===== config.mk =====
export PLATFORM = sky130hd
export DESIGN_NAME = modular_exponentiation
export DESIGN_NICKNAME = d
export VERILOG_FILES = /design/src/rtl/core/mexp_pkg.sv /design/src/rtl/core/mexp_dp.sv /design/src/rtl/core/mexp_ctrl.sv /design/src/rtl/core/modular_exponentiation.sv
export SDC_FILE = /design/constraint.sdc
export NUM_CORES = 1
export LEC_CHECK = 0
export BUFFER_PORTS_ARGS = -buffer_cell sky130_fd_sc_hd__buf_2
export CORE_MARGIN = 2
export CORE_UTILIZATION = 57
export DETAILED_ROUTE_END_ITERATION = 7
export PLACE_DENSITY = 0.74
export REMOVE_ABC_BUFFERS = 1
export SLEW_MARGIN = 40
export SYNTH_ARGS = -nofsm -noshare
export SYNTH_HDL_FRONTEND = slang
export SYNTH_HIERARCHICAL = 1
export SYNTH_SLANG_ARGS = --single-unit

===== constraint.sdc =====
create_clock -name clk -period 15.3 [get_ports clk]
set_input_delay 1.53 -clock clk [delete_from_list [all_inputs] [get_ports clk]]
set_output_delay 1.53 -clock clk [all_outputs]
set_load 0.05 [all_outputs]

===== src/rtl/core/mexp_pkg.sv =====
// Shared constants and control/status types for the modular exponentiation block.
`default_nettype none

package mexp_pkg;

  // Default operand width in bits.
  localparam int unsigned DATA_WIDTH_DEF = 63;

  // Commands from the controller to the datapath.
  typedef struct packed {
    logic load;        // capture a new item
    logic start_base;  // begin reducing the base modulo the modulus
    logic start_mul;   // begin acc * sq
    logic start_sq;    // begin sq * sq
    logic step;        // one shift-and-add step of the product unit
    logic wr_sq;       // store product into the running square
    logic wr_acc;      // store product into the accumulator
    logic shift_e;     // drop the lowest exponent bit
    logic res_ld;      // load the output register
  } mexp_cmd_t;

  // Status from the datapath to the controller.
  typedef struct packed {
    logic m_zero;   // modulus is zero
    logic e_zero;   // remaining exponent is zero
    logic e_lsb;    // lowest remaining exponent bit
    logic my_zero;  // product multiplier fully consumed
  } mexp_sts_t;

endpackage : mexp_pkg

`default_nettype wire


===== src/rtl/core/mexp_dp.sv =====
// Datapath: operand registers and the shared shift-and-add modular product unit.
`default_nettype none

module mexp_dp
  import mexp_pkg::*;
#(
  parameter int unsigned DATA_WIDTH = DATA_WIDTH_DEF
) (
  input  wire logic                  clk,
  input  wire mexp_cmd_t             cmd,
  input  wire logic [DATA_WIDTH-1:0] in_base,
  input  wire logic [DATA_WIDTH-1:0] in_exponent,
  input  wire logic [DATA_WIDTH-1:0] in_modulus,
  output mexp_sts_t                  sts,
  output logic      [DATA_WIDTH-1:0] result
);

  logic [DATA_WIDTH-1:0] m_r,   m_nxt;
  logic [DATA_WIDTH-1:0] e_r,   e_nxt;
  logic [DATA_WIDTH-1:0] acc_r, acc_nxt;
  logic [DATA_WIDTH-1:0] sq_r,  sq_nxt;
  logic [DATA_WIDTH-1:0] ma_r,  ma_nxt;   // product partial sum
  logic [DATA_WIDTH-1:0] md_r,  md_nxt;   // product addend, doubled each step
  logic [DATA_WIDTH-1:0] my_r,  my_nxt;   // product multiplier, shifted right
  logic [DATA_WIDTH-1:0] res_r, res_nxt;

  logic [DATA_WIDTH:0]   sum_w;
  logic [DATA_WIDTH:0]   dbl_w;
  logic [DATA_WIDTH:0]   mod_w;
  logic [DATA_WIDTH-1:0] sum_red;
  logic [DATA_WIDTH-1:0] dbl_red;
  logic                  in_m_nz;
  logic                  in_m_one;

  // Both operands stay below the modulus, so one conditional subtract reduces each.
  assign mod_w   = {1'b0, m_r};
  assign sum_w   = {1'b0, ma_r} + {1'b0, md_r};
  assign dbl_w   = {md_r, 1'b0};
  assign sum_red = (sum_w >= mod_w) ? DATA_WIDTH'(sum_w - mod_w) : sum_w[DATA_WIDTH-1:0];
  assign dbl_red = (dbl_w >= mod_w) ? DATA_WIDTH'(dbl_w - mod_w) : dbl_w[DATA_WIDTH-1:0];

  assign in_m_nz  = (in_modulus != '0);
  assign in_m_one = (in_modulus == DATA_WIDTH'(1));

  // Next-value selection under the controller's commands.
  always_comb begin
    m_nxt   = m_r;
    e_nxt   = e_r;
    acc_nxt = acc_r;
    sq_nxt  = sq_r;
    ma_nxt  = ma_r;
    md_nxt  = md_r;
    my_nxt  = my_r;
    res_nxt = res_r;

    // The accumulator starts at 0 for a zero modulus, 1 for a zero exponent,
    // and otherwise at 1 reduced modulo the modulus. The base waits in sq.
    if (cmd.load) begin
      m_nxt   = in_modulus;
      e_nxt   = in_exponent;
      sq_nxt  = in_base;
      acc_nxt = (in_m_nz && (in_exponent == '0 || !in_m_one)) ? DATA_WIDTH'(1) : '0;
    end

    // The base is reduced as (1 mod m) times the base.
    if (cmd.start_base) begin
      ma_nxt = '0;
      md_nxt = (m_r == DATA_WIDTH'(1)) ? '0 : DATA_WIDTH'(1);
      my_nxt = sq_r;
    end

    if (cmd.start_mul) begin
      ma_nxt = '0;
      md_nxt = acc_r;
      my_nxt = sq_r;
    end

    if (cmd.start_sq) begin
      ma_nxt = '0;
      md_nxt = sq_r;
      my_nxt = sq_r;
    end

    if (cmd.step) begin
      if (my_r[0]) begin
        ma_nxt = sum_red;
      end
      md_nxt = dbl_red;
      my_nxt = my_r >> 1;
    end

    if (cmd.wr_sq) begin
      sq_nxt = ma_r;
    end
    if (cmd.wr_acc) begin
      acc_nxt = ma_r;
    end
    if (cmd.shift_e) begin
      e_nxt = e_r >> 1;
    end
    if (cmd.res_ld) begin
      res_nxt = acc_r;
    end
  end

  // Payload registers need no reset.
  always_ff @(posedge clk) begin
    m_r   <= m_nxt;
    e_r   <= e_nxt;
    acc_r <= acc_nxt;
    sq_r  <= sq_nxt;
    ma_r  <= ma_nxt;
    md_r  <= md_nxt;
    my_r  <= my_nxt;
    res_r <= res_nxt;
  end

  assign sts.m_zero  = (m_r == '0);
  assign sts.e_zero  = (e_r == '0);
  assign sts.e_lsb   = e_r[0];
  assign sts.my_zero = (my_r == '0);
  assign result      = res_r;

endmodule : mexp_dp

`default_nettype wire


===== src/rtl/core/mexp_ctrl.sv =====
// Controller: sequences base reduction, multiplies and squarings, and the output handshake.
`default_nettype none

module mexp_ctrl
  import mexp_pkg::*;
(
  input  wire logic      clk,
  input  wire logic      rst_n,
  input  wire logic      in_tvalid,
  output logic           in_tready,
  output logic           out_tvalid,
  input  wire logic      out_tready,
  input  wire mexp_sts_t sts,
  output mexp_cmd_t      cmd
);

  typedef enum logic [2:0] {
    S_IDLE,
    S_CHECK,
    S_BASE,
    S_BIT,
    S_MUL,
    S_SQ,
    S_FIN
  } state_t;

  state_t state_r, state_nxt;
  logic   out_valid_r;

  assign in_tready  = (state_r == S_IDLE);
  assign out_tvalid = out_valid_r;

  // Commands and next state.
  always_comb begin
    cmd       = '0;
    state_nxt = state_r;
    unique case (state_r)
      S_IDLE: begin
        if (in_tvalid) begin
          cmd.load  = 1'b1;
          state_nxt = S_CHECK;
        end
      end
      S_CHECK: begin
        if (sts.m_zero || sts.e_zero) begin
          state_nxt = S_FIN;
        end else begin
          cmd.start_base = 1'b1;
          state_nxt      = S_BASE;
        end
      end
      S_BASE: begin
        if (sts.my_zero) begin
          cmd.wr_sq = 1'b1;
          state_nxt = S_BIT;
        end else begin
          cmd.step = 1'b1;
        end
      end
      S_BIT: begin
        if (sts.e_zero) begin
          state_nxt = S_FIN;
        end else if (sts.e_lsb) begin
          cmd.start_mul = 1'b1;
          state_nxt     = S_MUL;
        end else begin
          cmd.start_sq = 1'b1;
          state_nxt    = S_SQ;
        end
      end
      S_MUL: begin
        if (sts.my_zero) begin
          cmd.wr_acc   = 1'b1;
          cmd.start_sq = 1'b1;
          state_nxt    = S_SQ;
        end else begin
          cmd.step = 1'b1;
        end
      end
      S_SQ: begin
        if (sts.my_zero) begin
          cmd.wr_sq   = 1'b1;
          cmd.shift_e = 1'b1;
          state_nxt   = S_BIT;
        end else begin
          cmd.step = 1'b1;
        end
      end
      S_FIN: begin
        // Wait until the output register is free or being emptied.
        if (!out_valid_r || out_tready) begin
          cmd.res_ld = 1'b1;
          state_nxt  = S_IDLE;
        end
      end
      default: begin
        state_nxt = S_IDLE;
      end
    endcase
  end

  // State and output valid flag.
  always_ff @(posedge clk) begin
    if (!rst_n) begin
      state_r     <= S_IDLE;
      out_valid_r <= 1'b0;
    end else begin
      state_r <= state_nxt;
      if (cmd.res_ld) begin
        out_valid_r <= 1'b1;
      end else if (out_tready) begin
        out_valid_r <= 1'b0;
      end
    end
  end

endmodule : mexp_ctrl

`default_nettype wire


===== src/rtl/core/modular_exponentiation.sv =====
// Top level: base^exponent mod modulus by right-to-left square-and-multiply.
// When the modulus or exponent is zero the result is loaded without any products; otherwise
// the work is set by one shift-and-add step per cycle on the shared product unit, each
// product taking one step per multiplier bit.
// One item is in work at a time; the next is accepted once the result is in the output register.
// Reset (rst_n, synchronous, active low) returns the controller to idle and drops out_tvalid.
`default_nettype none

module modular_exponentiation
  import mexp_pkg::*;
#(
  parameter int unsigned DATA_WIDTH = DATA_WIDTH_DEF,
  localparam int unsigned IN_W      = ((3 * DATA_WIDTH + 7) / 8) * 8,
  localparam int unsigned OUT_W     = ((DATA_WIDTH + 7) / 8) * 8
) (
  input  wire logic             clk,
  input  wire logic             rst_n,
  input  wire logic             in_tvalid,
  output logic                  in_tready,
  input  wire logic [IN_W-1:0]  in_tdata,   // base, exponent, modulus, zero pad
  output logic                  out_tvalid,
  input  wire logic             out_tready,
  output logic      [OUT_W-1:0] out_tdata   // result, zero pad
);

  mexp_cmd_t             cmd;
  mexp_sts_t             sts;
  logic [DATA_WIDTH-1:0] result;

  mexp_ctrl u_ctrl (
    .clk        (clk),
    .rst_n      (rst_n),
    .in_tvalid  (in_tvalid),
    .in_tready  (in_tready),
    .out_tvalid (out_tvalid),
    .out_tready (out_tready),
    .sts        (sts),
    .cmd        (cmd)
  );

  mexp_dp #(
    .DATA_WIDTH (DATA_WIDTH)
  ) u_dp (
    .clk         (clk),
    .cmd         (cmd),
    .in_base     (in_tdata[DATA_WIDTH-1:0]),
    .in_exponent (in_tdata[2*DATA_WIDTH-1:DATA_WIDTH]),
    .in_modulus  (in_tdata[3*DATA_WIDTH-1:2*DATA_WIDTH]),
    .sts         (sts),
    .result      (result)
  );

  assign out_tdata = OUT_W'(result);

  // An accepted item closes the input until its result is out.
  a_busy_after_accept: assert property (@(posedge clk) disable iff (!rst_n)
    (in_tvalid && in_tready) |=> !in_tready)
    else $error("input accepted while an item is in work");

  // A fresh result appears only at the end of an item's work.
  a_result_after_work: assert property (@(posedge clk) disable iff (!rst_n)
    $rose(out_tvalid) |-> $past(!in_tready))
    else $error("result raised without an item in work");

  // The output register is loaded only at the end of the sequence.
  a_res_ld_not_idle: assert property (@(posedge clk) disable iff (!rst_n)
    cmd.res_ld |=> (in_tready && out_tvalid))
    else $error("result load did not return the block to idle");

endmodule : modular_exponentiation

`default_nettype wire

==> results.txt <==
RePlAce Congestion: 0.9967
Synth Cell Area: 32320 µm²
Setup Skew: 0.02542 ns
Full die area: 58630 µm²
Vias in the first global route: 26130
Pin count of the biggest net entering global routing: 87
Post-cts gate resize count: 0
I/O pin total: 262
Fin crit share: 0.5121
Die Ht: 242.1 µm
Fin crit period: 7.834 ns
Top_reg_cell synth: edfxtp_1
Reg clk slew, reported paths: 0.06 ns
Worst setup path end: u_dp/ma_r[58]
Pwr per Cell Area: 265.4 nW/µm²
Worst-Margin Slew: 0.9161 ns
Most numerous cell in the Yosys netlist: edfxtp_1
Worst hold margin: 0.4540 ns
Post-Synthesis Cells: 3136
Layout cell share with drive strength beyond 1: 0.1784
RR Endpoint: u_dp/ma_r[58]
Worst Reg2Reg Path Length in Cells: 23
Post-synth EDFFs: 439
Cts hold-fix bufs: 0
Via Count: 26890
# fillers: 4648
Register area: 14560 µm²
Number of inserted diodes: 0
CTS H-Tree Depth: 2
Yosys top cell by area: edfxtp_1
WL/cell: 25.53 µm
# Post-CTS Setup Buffers: 0
Top cells by area, synth: edfxtp_1, ha_1, mux2_2, a21oi_1, dfxtp_1
FF+latch count, synth: 508
Clk sinks: 508
Clock latency on the worst-skew pair: 0.64 ns
Initial DRC count: 2964
Commonest cells post-synth: edfxtp_1, a21oi_1, nand2_1, mux2_2, ha_1
Root buffer cell: clkbuf_16
Yosys top cell area share: 0.4079
Critical Path RT: 15.80 ns
RSZ-0062 raised after global routing: false
Pre-antenna DRT Iters: 8
Grt total ovfl: 0
Synth cell types: 89
Dpl cells: 4013
Final number of setup-violating endpoints: 0
Leak: 0.01434 µW
FP Rows: 87
Crit path capture type: register
Crit path DAT: 8.33 ns
# DRC: 0
Total Routing Usage GR: 0.3478
CTS buffer count: 54
Post-route ant nets: 0
IR drop worst, VDD: 0.1582 mV
CP max FO: 53
Final cell count without fillers: 4113
# port buffers: 257
Footprint of the multi-input gates: 16790 µm²
Warnings, synthesis: 6
Nets: 3702
Total power: 9588 µW
Ys async rst share: 0
Setup_tns: 0 ns
Fin. max-slew vios: 0
Post-synthesis sequential area ratio: 0.4506
Final instance area: 36120 µm²
Post-detail-place hpwl: 79700 µm
Slew HR: 0.3836
Die W: 242.1 µm
Critical path class: register to register
Vias per cell: 6.538
R2r startpoint: u_dp/md_r[2]
CTS tree: done
Core box area: 56280 µm²
Final Hold Fails: 0
Reg2Reg Setup Slack: 7.47 ns
Layout area overhead: 11.76%
CP startpoint kind: register
First-pass GRT wire length: 156900 µm
Critical Path Start: u_dp/md_r[2]
Status: complete, no violations
Final wirelength: 105000 µm
Max cap viols: 0
Initial antenna violation count: 1
Placed cell area: 34290 µm²
Mapped Avg Cell Area: 10.31 µm²
Deepest clock path buffer count: 3
Max frequency: 127.6 MHz
Min-delay worst type: register to register
Initial Util: 0.5743
==> final cells by class <==
cell class / count / area share
Tap cell: 756 / 0.02618
Sequential cell: 508 / 0.4032
Clock buffer: 60 / 0.03803
Timing Repair Buffer: 285 / 0.04475
Multi-Input combinational cell: 2353 / 0.4649
Inverter: 112 / 0.01178
Clock inverter: 39 / 0.01122
==> worst min-delay path by stage <==
stage                         startpoint         endpoint  slack (ns)  depth (start not counted)
after floorplan            u_dp/acc_r[0]   u_dp/result[0]        0.43                          0
after global placement    u_dp/acc_r[33]  u_dp/result[33]        0.43                          0
after CTS                 u_dp/acc_r[28]  u_dp/result[28]        0.45                          0
final                     u_dp/acc_r[32]  u_dp/result[32]        0.45                          0
after detailed placement  u_dp/acc_r[32]  u_dp/result[32]        0.44                          0
after global routing      u_dp/acc_r[27]  u_dp/result[27]        0.46                          0
==> cells in the final DEF (no fill, tap or decap), types with 17 or more instances in the layout <==
cell / synthesis / layout
nor3_1: 49 / 48
ha_1: 189 / 189
a21oi_1: 287 / 287
nand2b_1: 24 / 24
dfxtp_1: 69 / 69
a211oi_1: 20 / 20
inv_1: 112 / 111
o31ai_1: 17 / 17
o21bai_1: 36 / 36
nand3_1: 74 / 73
nor2b_1: 29 / 28
xnor2_1: 89 / 89
clkbuf_16: 0 / 54
nor2_1: 167 / 165
nor4_1: 84 / 77
o21ai_0: 183 / 183
a21o_1: 119 / 119
and2_1: 75 / 74
buf_2: 15 / 257
buf_4: 5 / 17
o21a_1: 32 / 31
mux2i_1: 44 / 44
nand4_1: 73 / 73
a221oi_1: 66 / 66
nand2_1: 200 / 198
xor2_1: 73 / 73
edfxtp_1: 439 / 439
mux2_2: 190 / 190
a31oi_1: 33 / 33
==> where the power goes <==
| group | internal, µW | total (µW) | switching (µW) |
|---|---|---|---|
| sequential | 2030 | 2370 | 345 |
| combinational | 2160 | 5880 | 3720 |
| clock | 755 | 1330 | 578 |
==> routing by layer <==
| metal | vias to the layer above | global-route usage | share of wire |
|---|---|---|---|
| li1 | 12320 | - | - |
| met1 | 13120 | 0.4812 | 0.43 |
| met2 | 1270 | 0.5636 | 0.45 |
| met3 | 180 | 0.06071 | 0.080 |
| met4 | 0 | 0.09967 | 0.032 |
| met5 | - | 0 | 0 |
==> cell families (layout without fill, tap and decap cells) <==
kind of cell               after synthesis  in the layout  share of synthesized area
AOI/OAI and AO/OA                      923            923                     0.1846
xor gates and xnor gates               162            162                    0.04390
adders and majority gates              192            192                    0.07502
buffers and inverters                  275            496                    0.03403
DFF                                    508            508                     0.4506
muxes                                  235            235                    0.08017
other                                    1              1                  0.0001160
and+or+nand+nor                        840            840                     0.1316
==> flip-flops by register name, summed over array words and instances (netlist names) <==
| register | count |
|---|---|
| u_ctrl/out_tvalid | 1 |
| u_ctrl/state_r | 3 |
| u_dp/acc_r | 63 |
| u_dp/e_r | 63 |
| u_dp/m_r | 63 |
| u_dp/ma_r | 63 |
| u_dp/md_r | 63 |
| u_dp/my_r | 63 |
| u_dp/result | 63 |
| u_dp/sq_r | 63 |
==> worst max-delay path, stage by stage (launching register included) <==
cell	delay (ns)
edfxtp_1	0.44
ha_1	0.40
o21ai_0	0.14
o21a_1	0.23
nor4_1	0.53
o21ai_0	0.29
a2111o_1	0.55
a21oi_1	0.35
nor2_1	0.18
o31ai_1	0.64
a21oi_1	0.16
xnor2_1	0.21
ha_1	0.44
nand2_1	0.13
o21ai_0	0.52
nor2_1	0.10
nor3b_1	0.36
o31ai_1	0.20
nand3_4	0.37
buf_4	0.57
nor2_1	0.16
buf_4	0.24
a222oi_1	0.34
nand2_1	0.08
==> metrics by stage <==
stage	utilization	setup WS, ns
after floorplan	-	6.758
after global placement	0.6062	7.671
after detailed placement	0.6092	7.740
after CTS	0.6408	7.646
after global routing	0.6419	7.015
final	0.6419	7.466
Note: power is estimated with default switching activity, not from simulation.
